$ cat config.mk
export PLATFORM = sky130hd
export DESIGN_NAME = stable_softmax
export DESIGN_NICKNAME = d
export VERILOG_FILES = /design/src/rtl/core/ssm_pkg.sv /design/src/rtl/core/stable_softmax.sv /design/src/rtl/core/ssm_ctrl.sv /design/src/rtl/core/ssm_dp.sv
export VERILOG_INCLUDE_DIRS = /design/src /design/src/rtl/core
export SDC_FILE = /design/constraint.sdc
export NUM_CORES = 2
export LEC_CHECK = 0
export BUFFER_PORTS_ARGS = -buffer_cell sky130_fd_sc_hd__buf_2
export CORE_MARGIN = 2
export CORE_UTILIZATION = 55
export DETAILED_ROUTE_END_ITERATION = 7
export PLACE_DENSITY = 0.68
export REMOVE_ABC_BUFFERS = 1
export SLEW_MARGIN = 10
export SYNTH_ARGS = -nofsm -noshare
export SYNTH_HDL_FRONTEND = slang
export SYNTH_SLANG_ARGS = --single-unit
export TNS_END_PERCENT = 1
$ cat constraint.sdc
create_clock -name clk -period 8.1 [get_ports clk]
set_clock_uncertainty 0.2 [all_clocks]
set_input_delay 0.81 -clock clk [delete_from_list [all_inputs] [get_ports clk]]
set_output_delay 0.81 -clock clk [all_outputs]
set_load 0.03 [all_outputs]
$ cat src/rtl/core/stable_softmax_defines.svh
// Assertion macros for the stable softmax block.
// Used only by the top level; no other dependencies.
`ifndef STABLE_SOFTMAX_DEFINES_SVH
`define STABLE_SOFTMAX_DEFINES_SVH
`ifndef SYNTHESIS
// Same-cycle implication, checked on every rising edge out of reset.
`define SSM_ASSERT_NOW(name, ante, cons, msg) \
  name: assert property (@(posedge clk) disable iff (rst) (ante) |-> (cons)) else $error(msg);
// Next-cycle implication, checked on every rising edge out of reset.
`define SSM_ASSERT_NEXT(name, ante, cons, msg) \
  name: assert property (@(posedge clk) disable iff (rst) (ante) |=> (cons)) else $error(msg);
`else
`define SSM_ASSERT_NOW(name, ante, cons, msg)
`define SSM_ASSERT_NEXT(name, ante, cons, msg)
`endif
`endif

$ cat src/rtl/core/ssm_pkg.sv
// Shared types, constants and the exp table for the stable softmax block.
// No dependencies.
package ssm_pkg;

  localparam int MAX_LEN_DEF = 64;
  localparam int DATA_W      = 16;
  localparam int EXP_W       = 17;
  localparam int DIV_STEPS   = 17;
  localparam logic [8:0] LOG2E_Q8 = 9'd369;

  // Commands from the controller to the datapath.
  typedef struct packed {
    logic load;
    logic acc;
    logic div_init;
    logic div_step;
    logic idx_inc;
    logic idx_clr;
    logic vec_clr;
  } ssm_cmd_t;

  // Status from the datapath to the controller.
  typedef struct packed {
    logic idx_last;
    logic div_last;
  } ssm_sts_t;

  // 2^(-j/16) in Q1.16, j = 0..16.
  function automatic logic [EXP_W-1:0] pow2_frac(input logic [4:0] j);
    logic [EXP_W-1:0] r;
    unique case (j)
      5'd0:  r = 17'd65536;
      5'd1:  r = 17'd62757;
      5'd2:  r = 17'd60097;
      5'd3:  r = 17'd57549;
      5'd4:  r = 17'd55109;
      5'd5:  r = 17'd52772;
      5'd6:  r = 17'd50535;
      5'd7:  r = 17'd48393;
      5'd8:  r = 17'd46341;
      5'd9:  r = 17'd44376;
      5'd10: r = 17'd42495;
      5'd11: r = 17'd40693;
      5'd12: r = 17'd38968;
      5'd13: r = 17'd37316;
      5'd14: r = 17'd35734;
      5'd15: r = 17'd34219;
      5'd16: r = 17'd32768;
      default: r = 17'd32768;
    endcase
    return r;
  endfunction

endpackage

$ cat src/rtl/core/stable_softmax.sv
// Stable softmax over one vector of signed Q8.8 elements: elements load at one
// per cycle while the block is in its load phase; after the element marked
// last, a pass through the read and three exp states per stored element builds
// the exp sum, then each element goes through the exp pipeline and a 17-step
// restoring divider before its Q0.16 result is offered, and the result is held
// until the result transaction is taken.
// Top level of the stable softmax block; joins controller and datapath.
// Depends on ssm_pkg, ssm_ctrl, ssm_dp and stable_softmax_defines.svh.
`include "stable_softmax_defines.svh"
module stable_softmax #(
  parameter int MAX_LEN = ssm_pkg::MAX_LEN_DEF
) (
  input  logic                              clk,
  input  logic                              rst,
  input  logic                              in_valid,
  output logic                              in_stall,
  input  logic signed [ssm_pkg::DATA_W-1:0] value,
  input  logic                              is_last,
  output logic                              out_valid,
  input  logic                              out_stall,
  output logic [ssm_pkg::DATA_W-1:0]        probability,
  output logic                              end_of_vector,
  output logic                              truncated
);
  import ssm_pkg::*;

  ssm_cmd_t cmd;
  ssm_sts_t sts;

  // Sequencing of load, sum, divide and result phases.
  ssm_ctrl u_ctrl (
    .clk       (clk),
    .rst       (rst),
    .in_valid  (in_valid),
    .is_last   (is_last),
    .out_stall (out_stall),
    .sts       (sts),
    .in_stall  (in_stall),
    .out_valid (out_valid),
    .cmd       (cmd)
  );

  // Storage and arithmetic.
  ssm_dp #(
    .MAX_LEN (MAX_LEN)
  ) u_dp (
    .clk           (clk),
    .rst           (rst),
    .cmd           (cmd),
    .value         (value),
    .sts           (sts),
    .probability   (probability),
    .end_of_vector (end_of_vector),
    .truncated     (truncated)
  );

  // No input transaction is taken while a result is offered.
  `SSM_ASSERT_NOW(a_no_load_while_out, out_valid, in_stall, "input taken during output")
  // The last element of a vector starts the busy phase.
  `SSM_ASSERT_NEXT(a_busy_after_last, in_valid && !in_stall && is_last, in_stall,
    "input taken right after last element")
  // The final result closes the vector.
  `SSM_ASSERT_NEXT(a_idle_after_end, out_valid && !out_stall && end_of_vector, !out_valid,
    "result offered after end of vector")

endmodule

$ cat src/rtl/core/ssm_ctrl.sv
// Controller state machine for the stable softmax block.
// Depends on ssm_pkg for the command and status types.
module ssm_ctrl (
  input  logic             clk,
  input  logic             rst,
  input  logic             in_valid,
  input  logic             is_last,
  input  logic             out_stall,
  input  ssm_pkg::ssm_sts_t sts,
  output logic             in_stall,
  output logic             out_valid,
  output ssm_pkg::ssm_cmd_t cmd
);
  import ssm_pkg::*;

  typedef enum logic [5:0] {
    S_LOAD = 6'b000001,
    S_RD   = 6'b000010,
    S_EXPA = 6'b000100,
    S_EXPB = 6'b001000,
    S_EXPC = 6'b010000,
    S_DIV  = 6'b100000
  } state_t;

  state_t state, state_next;
  logic   emit, emit_next;
  logic   sum_phase, sum_phase_next;

  // State register; emit marks a held result.
  always_ff @(posedge clk) begin
    if (rst) begin
      state     <= S_LOAD;
      emit      <= 1'b0;
      sum_phase <= 1'b0;
    end else begin
      state     <= state_next;
      emit      <= emit_next;
      sum_phase <= sum_phase_next;
    end
  end

  assign in_stall  = (state != S_LOAD) || emit;
  assign out_valid = emit;

  // Next state and command decode.
  always_comb begin
    state_next     = state;
    emit_next      = emit;
    sum_phase_next = sum_phase;
    cmd            = '0;
    if (emit) begin
      // Wait for the result transaction, then move to the next element, or clear the vector after the last.
      if (!out_stall) begin
        emit_next = 1'b0;
        if (sts.idx_last) begin
          cmd.vec_clr = 1'b1;
          state_next  = S_LOAD;
        end else begin
          cmd.idx_inc = 1'b1;
          state_next  = S_RD;
        end
      end
    end else begin
      unique case (state)
        S_LOAD: begin
          if (in_valid) begin
            cmd.load = 1'b1;
            if (is_last) begin
              sum_phase_next = 1'b1;
              state_next     = S_RD;
            end
          end
        end
        S_RD:   state_next = S_EXPA;
        S_EXPA: state_next = S_EXPB;
        S_EXPB: state_next = S_EXPC;
        S_EXPC: begin
          if (sum_phase) begin
            cmd.acc = 1'b1;
            if (sts.idx_last) begin
              cmd.idx_clr    = 1'b1;
              sum_phase_next = 1'b0;
            end else begin
              cmd.idx_inc = 1'b1;
            end
            state_next = S_RD;
          end else begin
            cmd.div_init = 1'b1;
            state_next   = S_DIV;
          end
        end
        S_DIV: begin
          cmd.div_step = 1'b1;
          if (sts.div_last) begin
            emit_next = 1'b1;
          end
        end
        default: state_next = S_LOAD;
      endcase
    end
  end

endmodule

$ cat src/rtl/core/ssm_dp.sv
// Datapath of the stable softmax block: element memory, running maximum,
// exp approximation, exp sum and a restoring divider. Depends on ssm_pkg.
module ssm_dp #(
  parameter int MAX_LEN = ssm_pkg::MAX_LEN_DEF
) (
  input  logic                          clk,
  input  logic                          rst,
  input  ssm_pkg::ssm_cmd_t             cmd,
  input  logic signed [ssm_pkg::DATA_W-1:0] value,
  output ssm_pkg::ssm_sts_t             sts,
  output logic [ssm_pkg::DATA_W-1:0]    probability,
  output logic                          end_of_vector,
  output logic                          truncated
);
  import ssm_pkg::*;

  localparam int IDX_W = (MAX_LEN > 1) ? $clog2(MAX_LEN) : 1;
  localparam int CNT_W = $clog2(MAX_LEN + 1);
  localparam int SUM_W = EXP_W + IDX_W;
  localparam int DC_W  = $clog2(DIV_STEPS);

  logic signed [DATA_W-1:0] mem [MAX_LEN];
  logic signed [DATA_W-1:0] rd_data;
  logic [CNT_W-1:0]         count;
  logic signed [DATA_W-1:0] run_max;
  logic                     ovf;
  logic [SUM_W-1:0]         exp_sum;
  logic [IDX_W-1:0]         idx;

  logic [DATA_W:0]          below_max;
  logic [DATA_W+8:0]        prod_y;
  logic [EXP_W-1:0]         y;
  logic [4:0]               h;
  logic [EXP_W-1:0]         t0, t1, delta;
  logic [DATA_W-1:0]        interp;
  logic [EXP_W-1:0]         m;
  logic                     k_big;
  logic [4:0]               k_sh;
  logic [EXP_W-1:0]         e;

  logic [SUM_W:0]           rem, trial, rem_next;
  logic [EXP_W-1:0]         quo, quo_next;
  logic [DC_W-1:0]          div_cnt;
  logic                     fits;

  // Element memory: written while loading, read at the element index.
  always_ff @(posedge clk) begin
    if (cmd.load && (count < CNT_W'(MAX_LEN))) begin
      mem[count[IDX_W-1:0]] <= value;
    end
    rd_data <= mem[idx];
  end

  // Vector state: count, maximum, drop flag, exp sum, element index.
  always_ff @(posedge clk) begin
    if (rst || cmd.vec_clr) begin
      count   <= '0;
      run_max <= 16'sh8000;
      ovf     <= 1'b0;
      exp_sum <= '0;
      idx     <= '0;
    end else begin
      if (cmd.load) begin
        if (count < CNT_W'(MAX_LEN)) begin
          count <= count + 1'b1;
          if (value > run_max) begin
            run_max <= value;
          end
        end else begin
          ovf <= 1'b1;
        end
      end
      if (cmd.acc) begin
        exp_sum <= exp_sum + SUM_W'(e);
      end
      if (cmd.idx_clr) begin
        idx <= '0;
      end else if (cmd.idx_inc) begin
        idx <= idx + 1'b1;
      end
    end
  end

  assign sts.idx_last = ((CNT_W'(idx) + 1'b1) == count);

  // First exp stage: distance below the maximum times log2(e).
  assign below_max = 17'(17'(run_max) - 17'(rd_data));
  assign prod_y    = 25'(below_max[DATA_W-1:0]) * 25'(LOG2E_Q8);

  always_ff @(posedge clk) begin
    y <= prod_y[DATA_W+8:8];
  end

  // Second exp stage: table lookup with linear interpolation.
  assign h      = {1'b0, y[7:4]};
  assign t0     = pow2_frac(h);
  assign t1     = pow2_frac(h + 5'd1);
  assign delta  = t0 - t1;
  assign interp = 16'((delta * 17'(y[3:0]) + 17'd8) >> 4);

  always_ff @(posedge clk) begin
    m     <= t0 - 17'(interp);
    k_big <= (y[16:8] >= 9'd17);
    k_sh  <= y[12:8];
  end

  // Third exp stage: scale by the integer power of two, underflow to zero.
  assign e = k_big ? '0 : (m >> k_sh);

  // Restoring divider: one quotient bit per cycle of e * 2^16 / exp_sum.
  assign trial    = (div_cnt == '0) ? rem : {rem[SUM_W-1:0], 1'b0};
  assign fits     = (trial >= {1'b0, exp_sum});
  assign rem_next = fits ? (trial - {1'b0, exp_sum}) : trial;
  assign quo_next = {quo[EXP_W-2:0], fits};
  assign sts.div_last = (div_cnt == DC_W'(DIV_STEPS - 1));

  always_ff @(posedge clk) begin
    if (cmd.div_init) begin
      rem     <= (SUM_W+1)'(e);
      quo     <= '0;
      div_cnt <= '0;
    end else if (cmd.div_step) begin
      rem     <= rem_next;
      quo     <= quo_next;
      div_cnt <= div_cnt + 1'b1;
    end
  end

  // Result register, loaded on the last divider step with saturation.
  always_ff @(posedge clk) begin
    if (cmd.div_step && sts.div_last) begin
      probability   <= quo_next[EXP_W-1] ? '1 : quo_next[DATA_W-1:0];
      end_of_vector <= sts.idx_last;
      truncated     <= ovf;
    end
  end

endmodule

* Yosys cells after proc, flatten, opt, wreduce, memory -nomap -nowiden
Memories as Yosys holds them, arrays and structs flattened. A register that Yosys moved wholly into a read port is not among the register bits.
Index checks and enable logic that the tools add are counted.
** Operators by class
- Shifts and indexed selects :: 1
- Multipliers :: 2
- $lt $le $gt $ge :: 4
- Divide/modulo/power cells :: 0
- Muxes and demuxes :: 38
- Reductions and logical operators :: 13
- Add/subtract/negate cells :: 11
- Bitwise logic cells :: 2
- Equality and inequality tests :: 15
** Operators with widths (number)
- 17-bit 2-to-1 mux :: 3
- 24-bit 2-to-1 mux :: 2
- 6-bit one-hot mux with 6 select lines :: 1
- 6-bit 2-to-1 mux :: 5
- 16-bit by 9-bit multiplier with 25-bit output, second input constant :: 1
- 24-bit by 23-bit greater-or-equal comparator with 1-bit output :: 1
- 24-bit by 23-bit subtractor with 24-bit output :: 1
- 23-bit by 17-bit adder with 23-bit output :: 1
- 1-bit 2-to-1 mux :: 21
- 17-bit by 4-bit adder with 17-bit output, second input constant :: 1
- 17-bit by 4-bit multiplier with 17-bit output :: 1
- 17-bit by 5-bit right shift with 17-bit output :: 1
- 17-bit by 13-bit subtractor with 17-bit output :: 1
- 17-bit subtractor :: 1
- 16-bit greater-than comparator :: 1
- 16-bit subtractor :: 1
- 9-bit by 5-bit greater-or-equal comparator with 1-bit output, second input constant :: 1
- 2-bit 2-to-1 mux :: 4
- 4-bit AND reduction :: 2
- 6-bit by 1-bit adder with 7-bit output, second input constant :: 1
- 7-bit by 1-bit adder with 7-bit output, second input constant :: 1
- 7-bit equality test :: 1
- 7-bit less-than comparator, second input constant :: 1
- 6-bit by 1-bit adder with 6-bit output, second input constant :: 1
- 23 further kinds :: 31
** Word-level totals
- Output and inout port bits :: 20
- Memories :: 3
- Register bits after elaboration :: 164
- Input bits :: 21
- Bits in read-only memories :: 1088
- Logic and storage cells :: 108
- Bits in latches :: 0
- Bits in writable memories :: 1024
** Memories
- u_dp.mem :: depth 64, width 16, read ports 1, clocked after memory_dff 1, write ports 1, RTL line ssm_dp.sv:22 : logic signed [DATA_W-1:0] mem [MAX_LEN];
- (no name shown) :: depth 32, width 17, read ports 1, clocked after memory_dff 0, write ports 0, RTL line ssm_pkg.sv:31 : unique case (j)
- (no name shown) :: depth 32, width 17, read ports 1, clocked after memory_dff 1, write ports 0, RTL line ssm_pkg.sv:31

* Logic depth before layout (Yosys ltp)
- Word-level depth :: 7
- Depth in mapped cells :: 37
- Mapped depth without buffers :: 35

* Cells and area by module
A second synthesis with hierarchy kept.
** Unflattened totals
- Cells, all modules :: 3488
- Area total of the unflattened synthesis :: 56404.1 µm²
** Modules (own cells, without submodules)
- ssm_dp :: sequential area each 34883.5 µm², times used 1, cells each 3414, area an instance 55842.3 µm²
- ssm_ctrl :: sequential area each 160.2 µm², times used 1, cells each 74, area an instance 561.8 µm²

* Worst setup path after synthesis
OpenSTA, ideal clock, no wires.
- Path kind :: register to register
- From :: reg u_dp.y[5]
- To :: reg u_dp.m[16]
- Path slack :: 0.699 ns
- Period minus slack after synthesis :: 7.401 ns
- Data required time :: 7.782 ns
- Data arrival time :: 7.083 ns
- Cell stages (with the launch flop) :: 36
- Library setup time :: 0.118 ns
- Buffers on the path :: 1
- Cells stage by stage :: dfxtp_1 > ha_1 > ha_1 > clkbuf_1 > nor3_1 > o21ai_0 > o221a_2 > nor2_1 > ha_1 > inv_1 > fa_1 > a21o_1 > a21oi_1 > xnor2_1 > and2_1 > fa_1 > fa_1 > ha_1 > ha_1 > a21o_1 > a21oi_1 > o21bai_1 > a21oi_1 > nor2b_1 > o21a_1 > nor2_1 > xor2_1 > ha_1 > and2_1 > nor2_1 > o21ai_0 > and2_1 > o31a_1 > o211ai_1 > nand3b_1 > xnor2_1
** On the way
- Longest elaborated chain between the ends :: 6
** Ends and longest elaborated chain
- start: declaration :: RTL line ssm_dp.sv:32 : logic [EXP_W-1:0] y;
- start signal: assignment :: RTL line ssm_dp.sv:91 : y <= prod_y[DATA_W+8:8];
- 4-bit by 1-bit adder with 5-bit output :: RTL line ssm_dp.sv:97 : assign t1 = pow2_frac(h + 5'd1);
- memory 32 x 17 bit
- 17-bit subtractor :: RTL line ssm_dp.sv:98 : assign delta = t0 - t1;
- 17-bit by 4-bit multiplier with 17-bit output :: RTL line ssm_dp.sv:99 : assign interp = 16'((delta * 17'(y[3:0]) + 17'd8) >> 4);
- 17-bit by 4-bit adder with 17-bit output :: RTL line ssm_dp.sv:99
- 17-bit by 13-bit subtractor with 17-bit output :: RTL line ssm_dp.sv:102 : m <= t0 - 17'(interp);
- end signal: assignment :: RTL line ssm_dp.sv:102
- end: declaration :: RTL line ssm_dp.sv:36 : logic [EXP_W-1:0] m;
No other way between the ends.
A chain may end at the register's enable or synchronous reset.

* Final worst setup path
Ends and elaborated chain as after synthesis.

==> metrics <==
GRT overflow=0; placed inst area=just under 60000 um^2; compound-gate portion of the synthesized area=~5%; H-tree depth=3; clock sinks=1221; Max-Cap Viols=0; capture point of the critical path=u_dp.m[16]; Tmin final=~7.5 ns; status=completed; syn_area_per_cell=16.16 um^2; cell count after synthesis=3465; asr flop ratio synth=0%; Crit path required time=8.50 ns; CTS tree=yes; final setup fails=0; dpl hpwl=82.73 mm; Die Ht=323.0 um; Vias per Instance=6.119; mux cell area share after synthesis=15.02%; crit share post-route=92.99%; pin count of the biggest net entering global routing=144; highest-count cells in the layout ignoring fill and taps=edfxtp_1, mux4_2, nor2_1, ha_1, nand2_1; Post-Synth Adder-Cell Area=7.362%; Post-Synth Simple-Gate Area=under 10%; first-pass GRT wire length=197.0 mm; Crit Reg-Reg Endpoint=u_dp.m[16]; Unique masters post-synth=97; area grow syn2layout=11.33%; most used cell, CP=ha_1; Core Region=around 100000 um^2; final wirelength=131.0 mm; critical path's largest stage delay=~0.55 ns; Hold Buf Count CTS=0; critical path startpoint=u_dp.y[5]; DR pass1 iterations=5; Post-CTS Setup Bufs=0; final instance area=62320 um^2; WS Path Type=flip-flop to flip-flop; initial DRC count=3245; Worst R2R Setup Slack=0.57 ns; I/O Pins=about 40; Worst slew margin=22.30%; number of synthesized flops with an enable pin=1059; HP Start=u_dp.y[10]; final hold viol count=0; # fillers=7326; CTS resizes=0; Die Area=104300 um^2; GPL Wtd Cong=around 0.88; worst-skew pair later-pin latency=0.74 ns; synthesized area=55980 um^2; Clk pin slew, worst setup/hold paths=0.06 ns; DRC=0; vias in the first global route=31580; fin. max-slew vios=0; Vias=30970; clk root buf=clkbuf_16; Setup crit start kind=flip-flop; sequential area share after synthesis=62.60%; register bit total from synthesis=1221; routed len/inst=25.89 um; xor and xnor area share after synthesis=just under 2%; reg2reg start=u_dp.y[5]; Yosys warning count=0; FP Rows=117; share of cells above drive strength 1=between 20% and 30%; RSZ-0062 raised after global routing=no; antenna-violating nets left=0; critical path's slowest cell=fa_1; actual slew at the worst max-slew pin=1.166 ns; most common cell after layout, fill and taps aside=edfxtp_1; clock buffer depth=3; Max Clk Rate=0.1328 GHz; PortBufs=40; initial antenna violation count=1; ys flop type=edfxtp_1; largest family of logic cells by synthesized area=multiplexers; Chip Width=323.0 um; worst r2r path cells=34; Worst Path Max Fanout=10; Worst EP arrival=7.94 ns; total track usage=25.53%; Hold Crit Class=flip-flop to flip-flop; Setup crit end kind=flip-flop; CTS Buf Count=around 120; nets@finish=3901; Initial Util=between 50 and 60%
synthesized netlist by cell type, types with 6 or more instances:
master     count  area share [%]
a211oi_1      16            0.21
a32oi_1        6           0.094
o2111ai_1      7            0.11
nand2_1      172             1.2
or3_1         12            0.13
o22ai_1        9            0.10
a31oi_1       15            0.17
clkbuf_1      89            0.60
o21ai_0       84            0.75
and3_1        11            0.12
nand3b_1      10            0.13
fa_1          69             2.5
mux4_2       338              14
a21boi_0      11            0.15
nand4_1        9            0.10
nand2b_1      14            0.16
xnor2_1       77             1.2
dfxtp_1      162             5.8
nand3_1       38            0.34
a21o_1        41            0.55
and2_1        62            0.69
inv_1        153             1.0
o21a_1        17            0.23
nor3_1        40            0.36
buf_1         15            0.10
ha_1         219             4.9
nor2_1       242             1.6
nor2b_1       26            0.29
o211ai_1      11            0.15
xor2_1        39            0.61
or2_2         22            0.25
o21bai_1      10            0.13
mux2_2        29            0.58
buf_2         32            0.29
edfxtp_1    1059              57
mux2i_1       47            0.84
a21oi_1      140             1.3
worst max-delay path, delay by kind of cell, from the launching register on:
family	cells	cell delay, ns
xor+xnor	3	0.44
simple gates	10	1.35
buf+inv	2	0.17
fa+ha+maj	9	3.02
compound gates	10	1.86
flops	1	0.38
flip-flops by register name, indices dropped and copies added, names as in the netlist:
name and flops:
u_dp.k_sh 5, u_dp.end_of_vector 1, u_dp.run_max 16, u_dp.count 7, u_dp.rd_data 16, u_ctrl.sum_phase 1, u_dp.rem 24, u_ctrl.out_valid 1
u_dp.m 17, u_dp.t0 17, u_dp.truncated 1, u_ctrl.state 6, u_dp.k_big 1, u_dp.exp_sum 23, u_dp.mem 1024, u_dp.ovf 1
u_dp.probability 16, u_dp.quo 16, u_dp.div_cnt 5, u_dp.y 17, u_dp.idx 6
how the worst min path moves through the flow:
| stage | end | slack [ns] | depth (start not counted) |
|---|---|---|---|
| global route | u_dp.k_sh[3] | 0.17 | 0 |
| detailed placement | u_dp.k_sh[2] | 0.14 | 0 |
| CTS | u_dp.k_sh[2] | 0.15 | 0 |
| finish | u_dp.k_sh[2] | 0.15 | 0 |
| floorplan | u_dp.k_sh[4] | 0.13 | 0 |
| global placement | u_dp.k_sh[2] | 0.14 | 0 |
layout make-up:
cell class,instances,area (um^2),share of cell area (%)
diodes,1,2.502,0.004015
clock buffers,137,3067,4.921
clock inverters,83,1033,1.658
inverters,156,585.6,0.9396
multi-input cells,1947,19810,31.78
flip-flops and latches,1221,35060,56.26
well taps,1368,1712,2.747
repair buffers,148,1049,1.682
stage by stage:
stage	TNS [ns]	utilization, %	worst slack (ns)	instances	hold slack (ns)
after floorplan	-379.11	-	-5.766	3324	0.1304
after global placement	0	57.45	0.4067	4840	0.1412
after detailed placement	0	57.45	0.2931	4840	0.1419
after CTS	0	61.50	0.2369	5060	0.1537
after global routing	0	61.52	0.03921	5060	0.1658
final	0	61.52	0.5675	5061	0.1516
per-layer routing:
| layer | track usage (%) | part of all wire (%) | up-vias |
|---|---|---|---|
| met3 | 3.813 | 6.1 | 203 |
| li1 | - | - | 13690 |
| met2 | 43.55 | 51 | 1020 |
| met1 | 33.94 | 40 | 16060 |
| met5 | 0 | 0 | - |
| met4 | 8.310 | 2.9 | 0 |
logic make-up after synthesis:
family	Yosys count
AO/OA/AOI/OAI	429
AND/OR/NAND/NOR	697
flip-flops	1221
buffers and inverters	297
XOR/XNOR	119
adder cells (fa/ha/maj)	288
multiplexers	414
Power is left out: the tool's default activity adds up to more than one toggle a clock period on the data nets, which glitch-free logic cannot reach.
